File: config.mk
export PLATFORM = sky130hd
export DESIGN_NAME = three_rotor_reflector_cipher_top
export DESIGN_NICKNAME = d
export VERILOG_FILES = /design/src/sv/trc_pkg.sv /design/src/sv/trc_plugboard.sv /design/src/sv/trc_rotor.sv /design/src/sv/trc_odometer.sv /design/src/sv/three_rotor_reflector_cipher_top.sv
export SDC_FILE = /design/constraint.sdc
export NUM_CORES = 2
export LEC_CHECK = 0
export BUFFER_PORTS_ARGS = -buffer_cell sky130_fd_sc_hd__clkbuf_2
export CORE_UTILIZATION = 55
export DETAILED_ROUTE_END_ITERATION = 10
export PLACE_DENSITY = 0.69
export SETUP_SLACK_MARGIN = 0.1
export SLEW_MARGIN = 20
export SYNTH_ARGS = -nofsm -noshare
export SYNTH_HDL_FRONTEND = slang
export SYNTH_SLANG_ARGS = --single-unit
File: constraint.sdc
create_clock -name clk_i -period 27.8 [get_ports clk_i]
set_input_delay 2.78 -clock clk_i [delete_from_list [all_inputs] [get_ports clk_i]]
set_output_delay 2.78 -clock clk_i [all_outputs]
set_load 0.02 [all_outputs]
File: src/sv/trc_pkg.sv
`timescale 1ns / 1ps
// ----------------------------------------------------------------------------
// trc_pkg
// Shared types, constants and modular helpers for the three-rotor reflector
// cipher.
// ----------------------------------------------------------------------------
package trc_pkg;

  // Alphabet size and the width of one letter index.
  localparam int unsigned ALPHA_N  = 26;
  localparam int unsigned LETTER_W = $clog2(ALPHA_N);

  // Fixed widths of the interface fields.
  localparam int unsigned OP_W    = 1;
  localparam int unsigned SEL_W   = 2;
  localparam int unsigned FIELD_W = 5;
  localparam int unsigned CHAR_W  = 8;

  typedef logic [LETTER_W-1:0] letter_t;
  typedef logic [CHAR_W-1:0]   char_t;

  // Letter bounds, at the widths where they are compared.
  localparam logic [LETTER_W:0] ALPHA_N_E   = (LETTER_W + 1)'(ALPHA_N);
  localparam letter_t           ALPHA_LAST  = LETTER_W'(ALPHA_N - 1);
  localparam logic [FIELD_W:0]  FIELD_LIM   = (FIELD_W + 1)'(ALPHA_N);
  localparam logic [CHAR_W:0]   CHAR_LIM    = (CHAR_W + 1)'(ALPHA_N);
  localparam char_t             LETTER_BASE = 8'd65;

  // Item opcodes.
  typedef enum logic [OP_W-1:0] {
    OP_LOAD   = 1'b0,
    OP_CIPHER = 1'b1
  } op_e;

  // Load targets.
  typedef enum logic [SEL_W-1:0] {
    SEL_PLUG   = 2'd0,
    SEL_LEFT   = 2'd1,
    SEL_MIDDLE = 2'd2,
    SEL_RIGHT  = 2'd3
  } table_sel_e;

  // One table write: enable, entry index and mapped value.
  typedef struct packed {
    logic    en;
    letter_t idx;
    letter_t val;
  } tbl_wr_t;

  // Position step controls for the odometer.
  typedef struct packed {
    logic step;
  } odo_ctrl_t;

  // (x - p) mod N for x, p below N.
  function automatic letter_t sub_mod(letter_t x, letter_t p);
    logic [LETTER_W:0] t;
    if (x >= p) begin
      t = {1'b0, x} - {1'b0, p};
    end else begin
      t = {1'b0, x} + ALPHA_N_E - {1'b0, p};
    end
    return t[LETTER_W-1:0];
  endfunction

  // (x + p) mod N for x, p below N.
  function automatic letter_t add_mod(letter_t x, letter_t p);
    logic [LETTER_W:0] s;
    s = {1'b0, x} + {1'b0, p};
    if (s >= ALPHA_N_E) begin
      s = s - ALPHA_N_E;
    end
    return s[LETTER_W-1:0];
  endfunction

endpackage

File: src/sv/trc_plugboard.sv
`timescale 1ns / 1ps
// ----------------------------------------------------------------------------
// trc_plugboard
// Plugboard map, kept as two identical register copies: one serves the
// entry lookup and one the exit lookup.
// ----------------------------------------------------------------------------
module trc_plugboard (
  input  logic             clk_i,
  input  logic             rst_ni,
  input  trc_pkg::tbl_wr_t wr_i,
  input  trc_pkg::letter_t entry_i,
  output trc_pkg::letter_t entry_o,
  input  trc_pkg::letter_t exit_i,
  output trc_pkg::letter_t exit_o
);

  trc_pkg::letter_t entry_map_q [trc_pkg::ALPHA_N];
  trc_pkg::letter_t exit_map_q  [trc_pkg::ALPHA_N];

  // A pair load writes both directions; other entries keep their value.
  always_ff @(posedge clk_i or negedge rst_ni) begin
    if (!rst_ni) begin
      for (int i = 0; i < trc_pkg::ALPHA_N; i++) begin
        entry_map_q[i] <= trc_pkg::LETTER_W'(i);
        exit_map_q[i]  <= trc_pkg::LETTER_W'(i);
      end
    end else if (wr_i.en) begin
      for (int i = 0; i < trc_pkg::ALPHA_N; i++) begin
        if (wr_i.idx == trc_pkg::LETTER_W'(i)) begin
          entry_map_q[i] <= wr_i.val;
          exit_map_q[i]  <= wr_i.val;
        end else if (wr_i.val == trc_pkg::LETTER_W'(i)) begin
          entry_map_q[i] <= wr_i.idx;
          exit_map_q[i]  <= wr_i.idx;
        end
      end
    end
  end

  // Lookups.
  assign entry_o = entry_map_q[entry_i];
  assign exit_o  = exit_map_q[exit_i];

endmodule

File: src/sv/trc_rotor.sv
`timescale 1ns / 1ps
// ----------------------------------------------------------------------------
// trc_rotor
// One rotor: forward and inverse wiring tables with the position offset
// applied on both the inbound and the return path.
// ----------------------------------------------------------------------------
module trc_rotor (
  input  logic             clk_i,
  input  logic             rst_ni,
  input  trc_pkg::tbl_wr_t wr_i,
  input  trc_pkg::letter_t pos_i,
  input  trc_pkg::letter_t fwd_i,
  output trc_pkg::letter_t fwd_o,
  input  trc_pkg::letter_t bwd_i,
  output trc_pkg::letter_t bwd_o
);

  trc_pkg::letter_t fwd_map_q [trc_pkg::ALPHA_N];
  trc_pkg::letter_t inv_map_q [trc_pkg::ALPHA_N];

  // A wiring load sets fwd[idx] = val and inv[val] = idx.
  always_ff @(posedge clk_i or negedge rst_ni) begin
    if (!rst_ni) begin
      for (int i = 0; i < trc_pkg::ALPHA_N; i++) begin
        fwd_map_q[i] <= trc_pkg::LETTER_W'(i);
        inv_map_q[i] <= trc_pkg::LETTER_W'(i);
      end
    end else if (wr_i.en) begin
      for (int i = 0; i < trc_pkg::ALPHA_N; i++) begin
        if (wr_i.idx == trc_pkg::LETTER_W'(i)) begin
          fwd_map_q[i] <= wr_i.val;
        end
        if (wr_i.val == trc_pkg::LETTER_W'(i)) begin
          inv_map_q[i] <= wr_i.idx;
        end
      end
    end
  end

  // Inbound: subtract the position, then look up the wiring.
  assign fwd_o = fwd_map_q[trc_pkg::sub_mod(fwd_i, pos_i)];

  // Return: look up the inverse wiring, then add the position back.
  assign bwd_o = trc_pkg::add_mod(inv_map_q[bwd_i], pos_i);

endmodule

File: src/sv/trc_odometer.sv
`timescale 1ns / 1ps
// ----------------------------------------------------------------------------
// trc_odometer
// Rotor position counters. Right steps on every cipher transaction and
// carries into middle, which carries into left; each wraps at the alphabet
// size.
// ----------------------------------------------------------------------------
module trc_odometer (
  input  logic               clk_i,
  input  logic               rst_ni,
  input  trc_pkg::odo_ctrl_t ctrl_i,
  output trc_pkg::letter_t   pos_right_o,
  output trc_pkg::letter_t   pos_middle_o,
  output trc_pkg::letter_t   pos_left_o
);

  trc_pkg::letter_t pos_right_q, pos_right_d;
  trc_pkg::letter_t pos_middle_q, pos_middle_d;
  trc_pkg::letter_t pos_left_q, pos_left_d;
  logic             carry_right, carry_middle;

  // Carries ripple only when the lower rotors sit at their last position.
  assign carry_right  = (pos_right_q == trc_pkg::ALPHA_LAST);
  assign carry_middle = carry_right && (pos_middle_q == trc_pkg::ALPHA_LAST);

  always_comb begin
    pos_right_d  = pos_right_q;
    pos_middle_d = pos_middle_q;
    pos_left_d   = pos_left_q;
    if (ctrl_i.step) begin
      pos_right_d = carry_right ? '0 : pos_right_q + 1'b1;
      if (carry_right) begin
        pos_middle_d = (pos_middle_q == trc_pkg::ALPHA_LAST) ? '0 : pos_middle_q + 1'b1;
      end
      if (carry_middle) begin
        pos_left_d = (pos_left_q == trc_pkg::ALPHA_LAST) ? '0 : pos_left_q + 1'b1;
      end
    end
  end

  always_ff @(posedge clk_i or negedge rst_ni) begin
    if (!rst_ni) begin
      pos_right_q  <= '0;
      pos_middle_q <= '0;
      pos_left_q   <= '0;
    end else begin
      pos_right_q  <= pos_right_d;
      pos_middle_q <= pos_middle_d;
      pos_left_q   <= pos_left_d;
    end
  end

  assign pos_right_o  = pos_right_q;
  assign pos_middle_o = pos_middle_q;
  assign pos_left_o   = pos_left_q;

endmodule

File: src/sv/three_rotor_reflector_cipher_top.sv
`timescale 1ns / 1ps
// ----------------------------------------------------------------------------
// three_rotor_reflector_cipher_top
// Self-inverse three-rotor cipher with plugboard and mirror reflector.
// ----------------------------------------------------------------------------
// The block takes one transaction per clock cycle on the input channel while a
// cipher result is not held on a full output register. A transaction is
// registered on acceptance and then, once it moves on, either updates a
// plugboard pair or one rotor wiring entry (no result), or passes a byte
// through plugboard, three rotors, reflector, the rotors in reverse and the
// plugboard again into the output register, from which a cipher result is
// presented on the output. A single lookup chain lies between the input and
// output registers.
// Table loads and position steps take effect in transaction order, so each
// byte sees every earlier load. Bytes outside 'A'..'Z' pass unchanged but
// still step the rotors. While a result waits for the consumer, table loads
// still go on and one cipher transaction can wait in the input register.
// ----------------------------------------------------------------------------
module three_rotor_reflector_cipher_top (
  input  logic       clk_i,
  input  logic       rst_ni,
  input  logic       in_valid_i,
  output logic       in_ready_o,
  input  logic [0:0] op_i,
  input  logic [1:0] table_sel_i,
  input  logic [4:0] entry_index_i,
  input  logic [4:0] entry_value_i,
  input  logic [7:0] char_in_i,
  output logic       out_valid_o,
  input  logic       out_ready_i,
  output logic [7:0] char_out_o
);

  // Input register.
  logic                                  in_valid_q;
  trc_pkg::op_e                          op_q;
  trc_pkg::table_sel_e                   sel_q;
  logic [trc_pkg::FIELD_W-1:0]           idx_q;
  logic [trc_pkg::FIELD_W-1:0]           val_q;
  trc_pkg::char_t                        char_q;

  // Output register.
  logic                                  out_valid_q, out_valid_d;
  trc_pkg::char_t                        char_out_q;

  logic                                  advance;
  logic                                  is_cipher;
  logic                                  load_ok;
  logic                                  is_letter;
  logic [trc_pkg::CHAR_W-1:0]            char_off;
  trc_pkg::letter_t                      letter_in;
  trc_pkg::tbl_wr_t                      wr_cmd;
  trc_pkg::tbl_wr_t                      wr_plug, wr_left, wr_middle, wr_right;
  trc_pkg::odo_ctrl_t                    odo_ctrl;
  trc_pkg::letter_t                      pos_right, pos_middle, pos_left;
  trc_pkg::letter_t                      x_plug, x_right, x_middle, x_left, x_refl;
  trc_pkg::letter_t                      y_left, y_middle, y_right, y_plug;
  trc_pkg::char_t                        char_res;

  // Handshake: the registered transaction moves on unless its result would
  // land on a full output register that is not being drained.
  assign is_cipher  = (op_q == trc_pkg::OP_CIPHER);
  assign advance    = in_valid_q && (!is_cipher || !out_valid_q || out_ready_i);
  assign in_ready_o = !in_valid_q || advance;

  always_ff @(posedge clk_i or negedge rst_ni) begin
    if (!rst_ni) begin
      in_valid_q <= 1'b0;
    end else if (in_ready_o) begin
      in_valid_q <= in_valid_i;
    end
  end

  always_ff @(posedge clk_i) begin
    if (in_ready_o && in_valid_i) begin
      op_q   <= trc_pkg::op_e'(op_i);
      sel_q  <= trc_pkg::table_sel_e'(table_sel_i);
      idx_q  <= entry_index_i;
      val_q  <= entry_value_i;
      char_q <= char_in_i;
    end
  end

  // Load decode: out-of-range entries are dropped.
  assign load_ok = ({1'b0, idx_q} < trc_pkg::FIELD_LIM) &&
                   ({1'b0, val_q} < trc_pkg::FIELD_LIM);

  assign wr_cmd.en  = advance && !is_cipher && load_ok;
  assign wr_cmd.idx = trc_pkg::LETTER_W'(idx_q);
  assign wr_cmd.val = trc_pkg::LETTER_W'(val_q);

  always_comb begin
    wr_plug      = wr_cmd;
    wr_left      = wr_cmd;
    wr_middle    = wr_cmd;
    wr_right     = wr_cmd;
    wr_plug.en   = 1'b0;
    wr_left.en   = 1'b0;
    wr_middle.en = 1'b0;
    wr_right.en  = 1'b0;
    unique case (sel_q)
      trc_pkg::SEL_PLUG:   wr_plug.en   = wr_cmd.en;
      trc_pkg::SEL_LEFT:   wr_left.en   = wr_cmd.en;
      trc_pkg::SEL_MIDDLE: wr_middle.en = wr_cmd.en;
      trc_pkg::SEL_RIGHT:  wr_right.en  = wr_cmd.en;
      default:             wr_plug.en   = 1'b0;
    endcase
  end

  // Every cipher transaction steps the rotors, letter or not.
  assign odo_ctrl.step = advance && is_cipher;

  // Letter detection and conversion to an alphabet index.
  assign char_off  = char_q - trc_pkg::LETTER_BASE;
  assign is_letter = (char_q >= trc_pkg::LETTER_BASE) &&
                     ({1'b0, char_off} < trc_pkg::CHAR_LIM);
  assign letter_in = trc_pkg::LETTER_W'(char_off);

  trc_odometer u_odometer (
    .clk_i        (clk_i),
    .rst_ni       (rst_ni),
    .ctrl_i       (odo_ctrl),
    .pos_right_o  (pos_right),
    .pos_middle_o (pos_middle),
    .pos_left_o   (pos_left)
  );

  trc_plugboard u_plugboard (
    .clk_i   (clk_i),
    .rst_ni  (rst_ni),
    .wr_i    (wr_plug),
    .entry_i (letter_in),
    .entry_o (x_plug),
    .exit_i  (y_right),
    .exit_o  (y_plug)
  );

  trc_rotor u_rotor_right (
    .clk_i  (clk_i),
    .rst_ni (rst_ni),
    .wr_i   (wr_right),
    .pos_i  (pos_right),
    .fwd_i  (x_plug),
    .fwd_o  (x_right),
    .bwd_i  (y_middle),
    .bwd_o  (y_right)
  );

  trc_rotor u_rotor_middle (
    .clk_i  (clk_i),
    .rst_ni (rst_ni),
    .wr_i   (wr_middle),
    .pos_i  (pos_middle),
    .fwd_i  (x_right),
    .fwd_o  (x_middle),
    .bwd_i  (y_left),
    .bwd_o  (y_middle)
  );

  trc_rotor u_rotor_left (
    .clk_i  (clk_i),
    .rst_ni (rst_ni),
    .wr_i   (wr_left),
    .pos_i  (pos_left),
    .fwd_i  (x_middle),
    .fwd_o  (x_left),
    .bwd_i  (x_refl),
    .bwd_o  (y_left)
  );

  // Mirror reflector.
  assign x_refl = trc_pkg::ALPHA_LAST - x_left;

  // Back to a byte; non-letters pass through.
  assign char_res = is_letter ? (trc_pkg::CHAR_W'(y_plug) + trc_pkg::LETTER_BASE) : char_q;

  // Output register control.
  always_comb begin
    out_valid_d = out_valid_q;
    if (advance && is_cipher) begin
      out_valid_d = 1'b1;
    end else if (out_ready_i) begin
      out_valid_d = 1'b0;
    end
  end

  always_ff @(posedge clk_i or negedge rst_ni) begin
    if (!rst_ni) begin
      out_valid_q <= 1'b0;
    end else begin
      out_valid_q <= out_valid_d;
    end
  end

  always_ff @(posedge clk_i) begin
    if (advance && is_cipher) begin
      char_out_q <= char_res;
    end
  end

  assign out_valid_o = out_valid_q;
  assign char_out_o  = char_out_q;

endmodule
==> flow_results.org <==
** Yosys
- The fraction of the mapped netlist area in compound gates is 0.07810.
- The mapped netlist covers around 50000 µm².
- The synthesized design spends more area on one cell type than any other, namely dfrtp_1.
- After synthesis, the share of flip-flops with an asynchronous set or reset is 0.9697.
- In this run, synthesis inferred 29 flip-flops with an integrated enable.
- Post-synth top area share :: 0.2680
- Synthesized-area fraction occupied by xor and xnor cells :: 0.006421
- Among all flip-flop cells after synthesis, the most frequent one is dfrtp_1.
- Dominant combinational cell family by area after synthesis :: multiplexers
- The portion of synthesized area spent on multiplexers is 0.2914.
- Seq cells post-synth :: between 900 and 1000
- Of the total synthesized cell area, the portion taken by AND, OR, NAND and NOR gates is 0.07942.
- The netlist uses roughly 90 different library cells.
- The cell count after synthesis came out at roughly 4000.
- The average instance in the mapped netlist occupies 12.18 µm².
- Fraction of the yosys area taken by sequential cells :: 0.4984
- Adder-cell share of the synthesized area :: 0.02010
- Yosys printed 0 warnings.
- Ranked by total cell area, the synthesized netlist is headed by dfrtp_1, dfstp_2, mux2_2.
- Number of nets in the synthesized netlist :: approximately 4100

** Floorplan
- Initial standard-cell utilization of the core :: 0.5561
- The floorplan step set the die height to approximately 300 µm.
- For this design the top-level I/O count stands at 35.
- The region available for standard cell placement spans about 89000 µm².
- The die is about 300 µm wide.
- The die covers around 91000 µm².
- Std cell rows :: around 110

** Worst setup path
- CP Data Arrival Time :: between 20 and 30 ns
- Worst stage delay on the critical path :: approximately 0.91 ns
- The critical path in this run is classified as reg2reg.
- Category of the worst setup path capture point :: register
- Largest fanout of any net on the critical path :: 35
- Slowest cell on the critical path :: o21ai_0
- STA classifies the critical path startpoint as a register.
- Required @ worst endpoint :: between 20 and 30 ns
- Most repeated library cell on the critical path :: a21oi_1

** Layout
- Fraction of layout instances using a drive strength above 1 :: 0.4057
- The area growth from synthesis to layout is 10.29%.
- For this run, the post-layout net count is just over 4000.
- Fill cells in the final layout number 7021.

** Global routing
- Maximum number of pins on one net before global-route repair :: approximately 170
- Met2 global-route usage :: 0.4688
- Grt ovf :: 0
- Initial antenna violation count :: 3
- The first global-routing pass estimated about 220000 µm of wire.
- In the global route stage, met3 resource usage came out at 0.06945.
- Global routing's busiest layer :: met2
- Across every metal layer, demand over resource in global routing totals 0.3172.
- The number of global-route vias before repair came to ~34000.
- Global Route met1 Usage :: 0.4533

** Hold path
- Type of the worst min-delay path :: reg2reg

** Timing
- Of the available clock period, the critical path in the final layout requires 0.9392.
- Post-Route Skew :: approximately 0.024 ns
- The number of endpoints with negative hold slack in the final report came to 0.
- At the pin with the least slew margin, the transition time is ~1.2 ns.
- The worst path in the final design needs a cycle of around 26 ns, including I/O delays and setup.
- Setup total negative slack on the finished layout was measured at 0 ns.
- Setup repair after global routing left no endpoint under its margin.
- The number of slew-limit violations in the final report was 0.
- Final count of negative-setup-slack endpoints :: 0
- Measured against its own limit, the worst slew margin works out to 0.2233.
- Derived from the worst setup path, the maximum achievable clock frequency is roughly 38 MHz.

** Clock tree
- Root buffer selected by CTS :: clkbuf_16
- Clock-pin slew was measured on the worst setup and hold paths at ~0.06 ns.
- Number of buffers added by the clock tree synthesis step :: ~100
- Number of clock sinks seen by CTS :: around 960
- TritonCTS clock tree :: built
- Post-CTS Hold Fix Bufs :: 0
- At the later pin of the worst-skew pair, clock insertion delay measures roughly 0.7 ns.
- CTS built an H-tree with a depth of 3.
- CTS Buffer Depth :: 3

** Run status
- The final reports fail on design-rule violations.
- The flow ran to the end, but the final reports show violations.

** Detailed routing
- Before antenna repair, the detailed router went through 9 iterations.
- In the routed design, unresolved DRC markers number 4.
- Total via count after detailed routing :: 33989
- Antenna Violating Nets Remaining :: 0
- DR iter-0 viols :: 3407
- Routed via count divided by cell count :: 6.450
- Average wire per cell in the routed design :: roughly 27 µm
- Wires add up to between 100000 and 150000 µm.

** Place
- Final RePlAce weighted congestion :: around 1
- Summed over all nets, the half-perimeter wirelength after detailed placement is 96340 µm.
- Total of buffers placed on input and output ports :: 34

** Flow run
- The tool flagged a number of max-cap violations equal to 0.
==> synth_stat cells (11+ instances only) <==
cell type,count
mux2_2,746
o21ai_0,262
nand2b_1,15
dfstp_2,399
o211ai_1,11
ha_1,60
a21o_1,19
xnor2_1,16
or3_1,14
mux4_2,196
a211oi_1,16
nand2_1,461
o22ai_1,30
fa_1,12
buf_2,24
nor3_1,50
and3_1,18
mux2i_1,129
dfrtp_1,528
nor2b_1,23
xor2_1,17
inv_1,79
a31oi_1,30
a21oi_1,195
clkbuf_1,208
edfxtp_1,29
nor2_1,208
nand3_1,74
==> layout make-up <==
type	instances	area, µm²	area share
flip-flops and latches	956	24570	0.4519
multi-input cells	2763	23580	0.4337
clock buffers	154	3020	0.05555
well taps	1165	1458	0.02681
repair buffers	108	768.2	0.01413
clock inverters	41	666.9	0.01227
inverters	82	307.8	0.005661
diodes	1	2.502	0.00004603
==> cell families (layout without fill, tap and decap cells) <==
logic type | Yosys count | after routing
mux | 1083 | 1083
flops | 956 | 956
simple gates | 913 | 913
compound gates | 660 | 660
buf+inv | 328 | 385
fa+ha+maj | 72 | 72
xor+xnor | 34 | 35
other cells | 0 | 1
==> stage by stage <==
step,util,instance area (µm²),setup WS [ns],cells,hold WS [ns]
detailed placement,0.5711,50620,1.390,5072,0.4668
global placement,0.5710,50610,1.993,5072,0.4567
global route,0.6133,54370,0.3102,5269,0.4918
CTS,0.6127,54310,1.303,5267,0.4798
floorplan,-,49300,3.277,4046,0.4424
finish,0.6133,54370,1.691,5270,0.4757
==> worst max-delay path: cells and delay by family (launching register included) <==
family	cells	cell delay [ns]
simple gates	12	2.30
buf+inv	13	3.19
compound gates	36	8.97
fa+ha+maj	10	3.98
xor+xnor	7	2.00
mux	15	4.85
flops	1	0.37
==> what timing repair did <==
item / CTS / global route
setup endpoints to repair: 0 / 6
gates resized for setup: 0 / 4
setup buffers: 0 / 0
==> registers in the layout, indices dropped and copies added (netlist names) <==
register / flops
u_plugboard.entry_map_q: 130
u_rotor_left.fwd_map_q: 130
u_rotor_left.inv_map_q: 130
u_rotor_middle.fwd_map_q: 130
u_rotor_middle.inv_map_q: 130
u_rotor_right.fwd_map_q: 130
u_rotor_right.inv_map_q: 130
char_out_o: 8
char_q: 8
idx_q: 5
u_odometer.pos_left_o: 5
u_odometer.pos_middle_o: 5
u_odometer.pos_right_o: 5
val_q: 5
sel_q: 2
in_valid_q: 1
is_cipher: 1
out_valid_o: 1
==> layer usage <==
layer / vias to the layer above / share of wire
met5: - / 0.00026
met4: 6 / 0.047
met3: 365 / 0.081
met2: 1382 / 0.44
met1: 17532 / 0.43
li1: 14704 / -
==> final timing paths <==
path                       depth (start not counted)  slack (ns)                      endpoint                    startpoint
setup / recovery                                  93        1.69                 char_out_o[3]                     char_q[1]
min in group asynchronous                          1        2.15   u_rotor_left.inv_map_q[125]                        rst_ni
max in group asynchronous                          4       22.66  u_rotor_middle.fwd_map_q[61]                        rst_ni
setup reg to reg                                  93        1.69                 char_out_o[3]                     char_q[1]
hold reg to reg                                    2        0.48  u_rotor_right.fwd_map_q[109]  u_rotor_right.fwd_map_q[109]
hold / removal                                     2        0.48  u_rotor_right.fwd_map_q[109]  u_rotor_right.fwd_map_q[109]
==> cell usage in the layout, fill, tap and decap left out, drive strengths merged, types with 11 or more instances in the layout <==
cell type,instances
buf,75
a21oi,197
nor3,51
or3,14
o211ai,11
nor2,209
edfxtp,29
nand2,461
dfrtp,528
and3,18
clkinv,21
xor2,17
nand3,74
nand2b,15
dfstp,399
a211oi,17
o21ai,273
inv,81
a31oi,30
a21o,20
mux2,750
o22ai,30
ha,60
mux2i,129
fa,12
bufinv,15
clkbuf,187
nor2b,23
mux4,204
xnor2,18
Power is left out: the tool's default activity adds up to more than one toggle a clock period on the data nets, which glitch-free logic cannot reach.
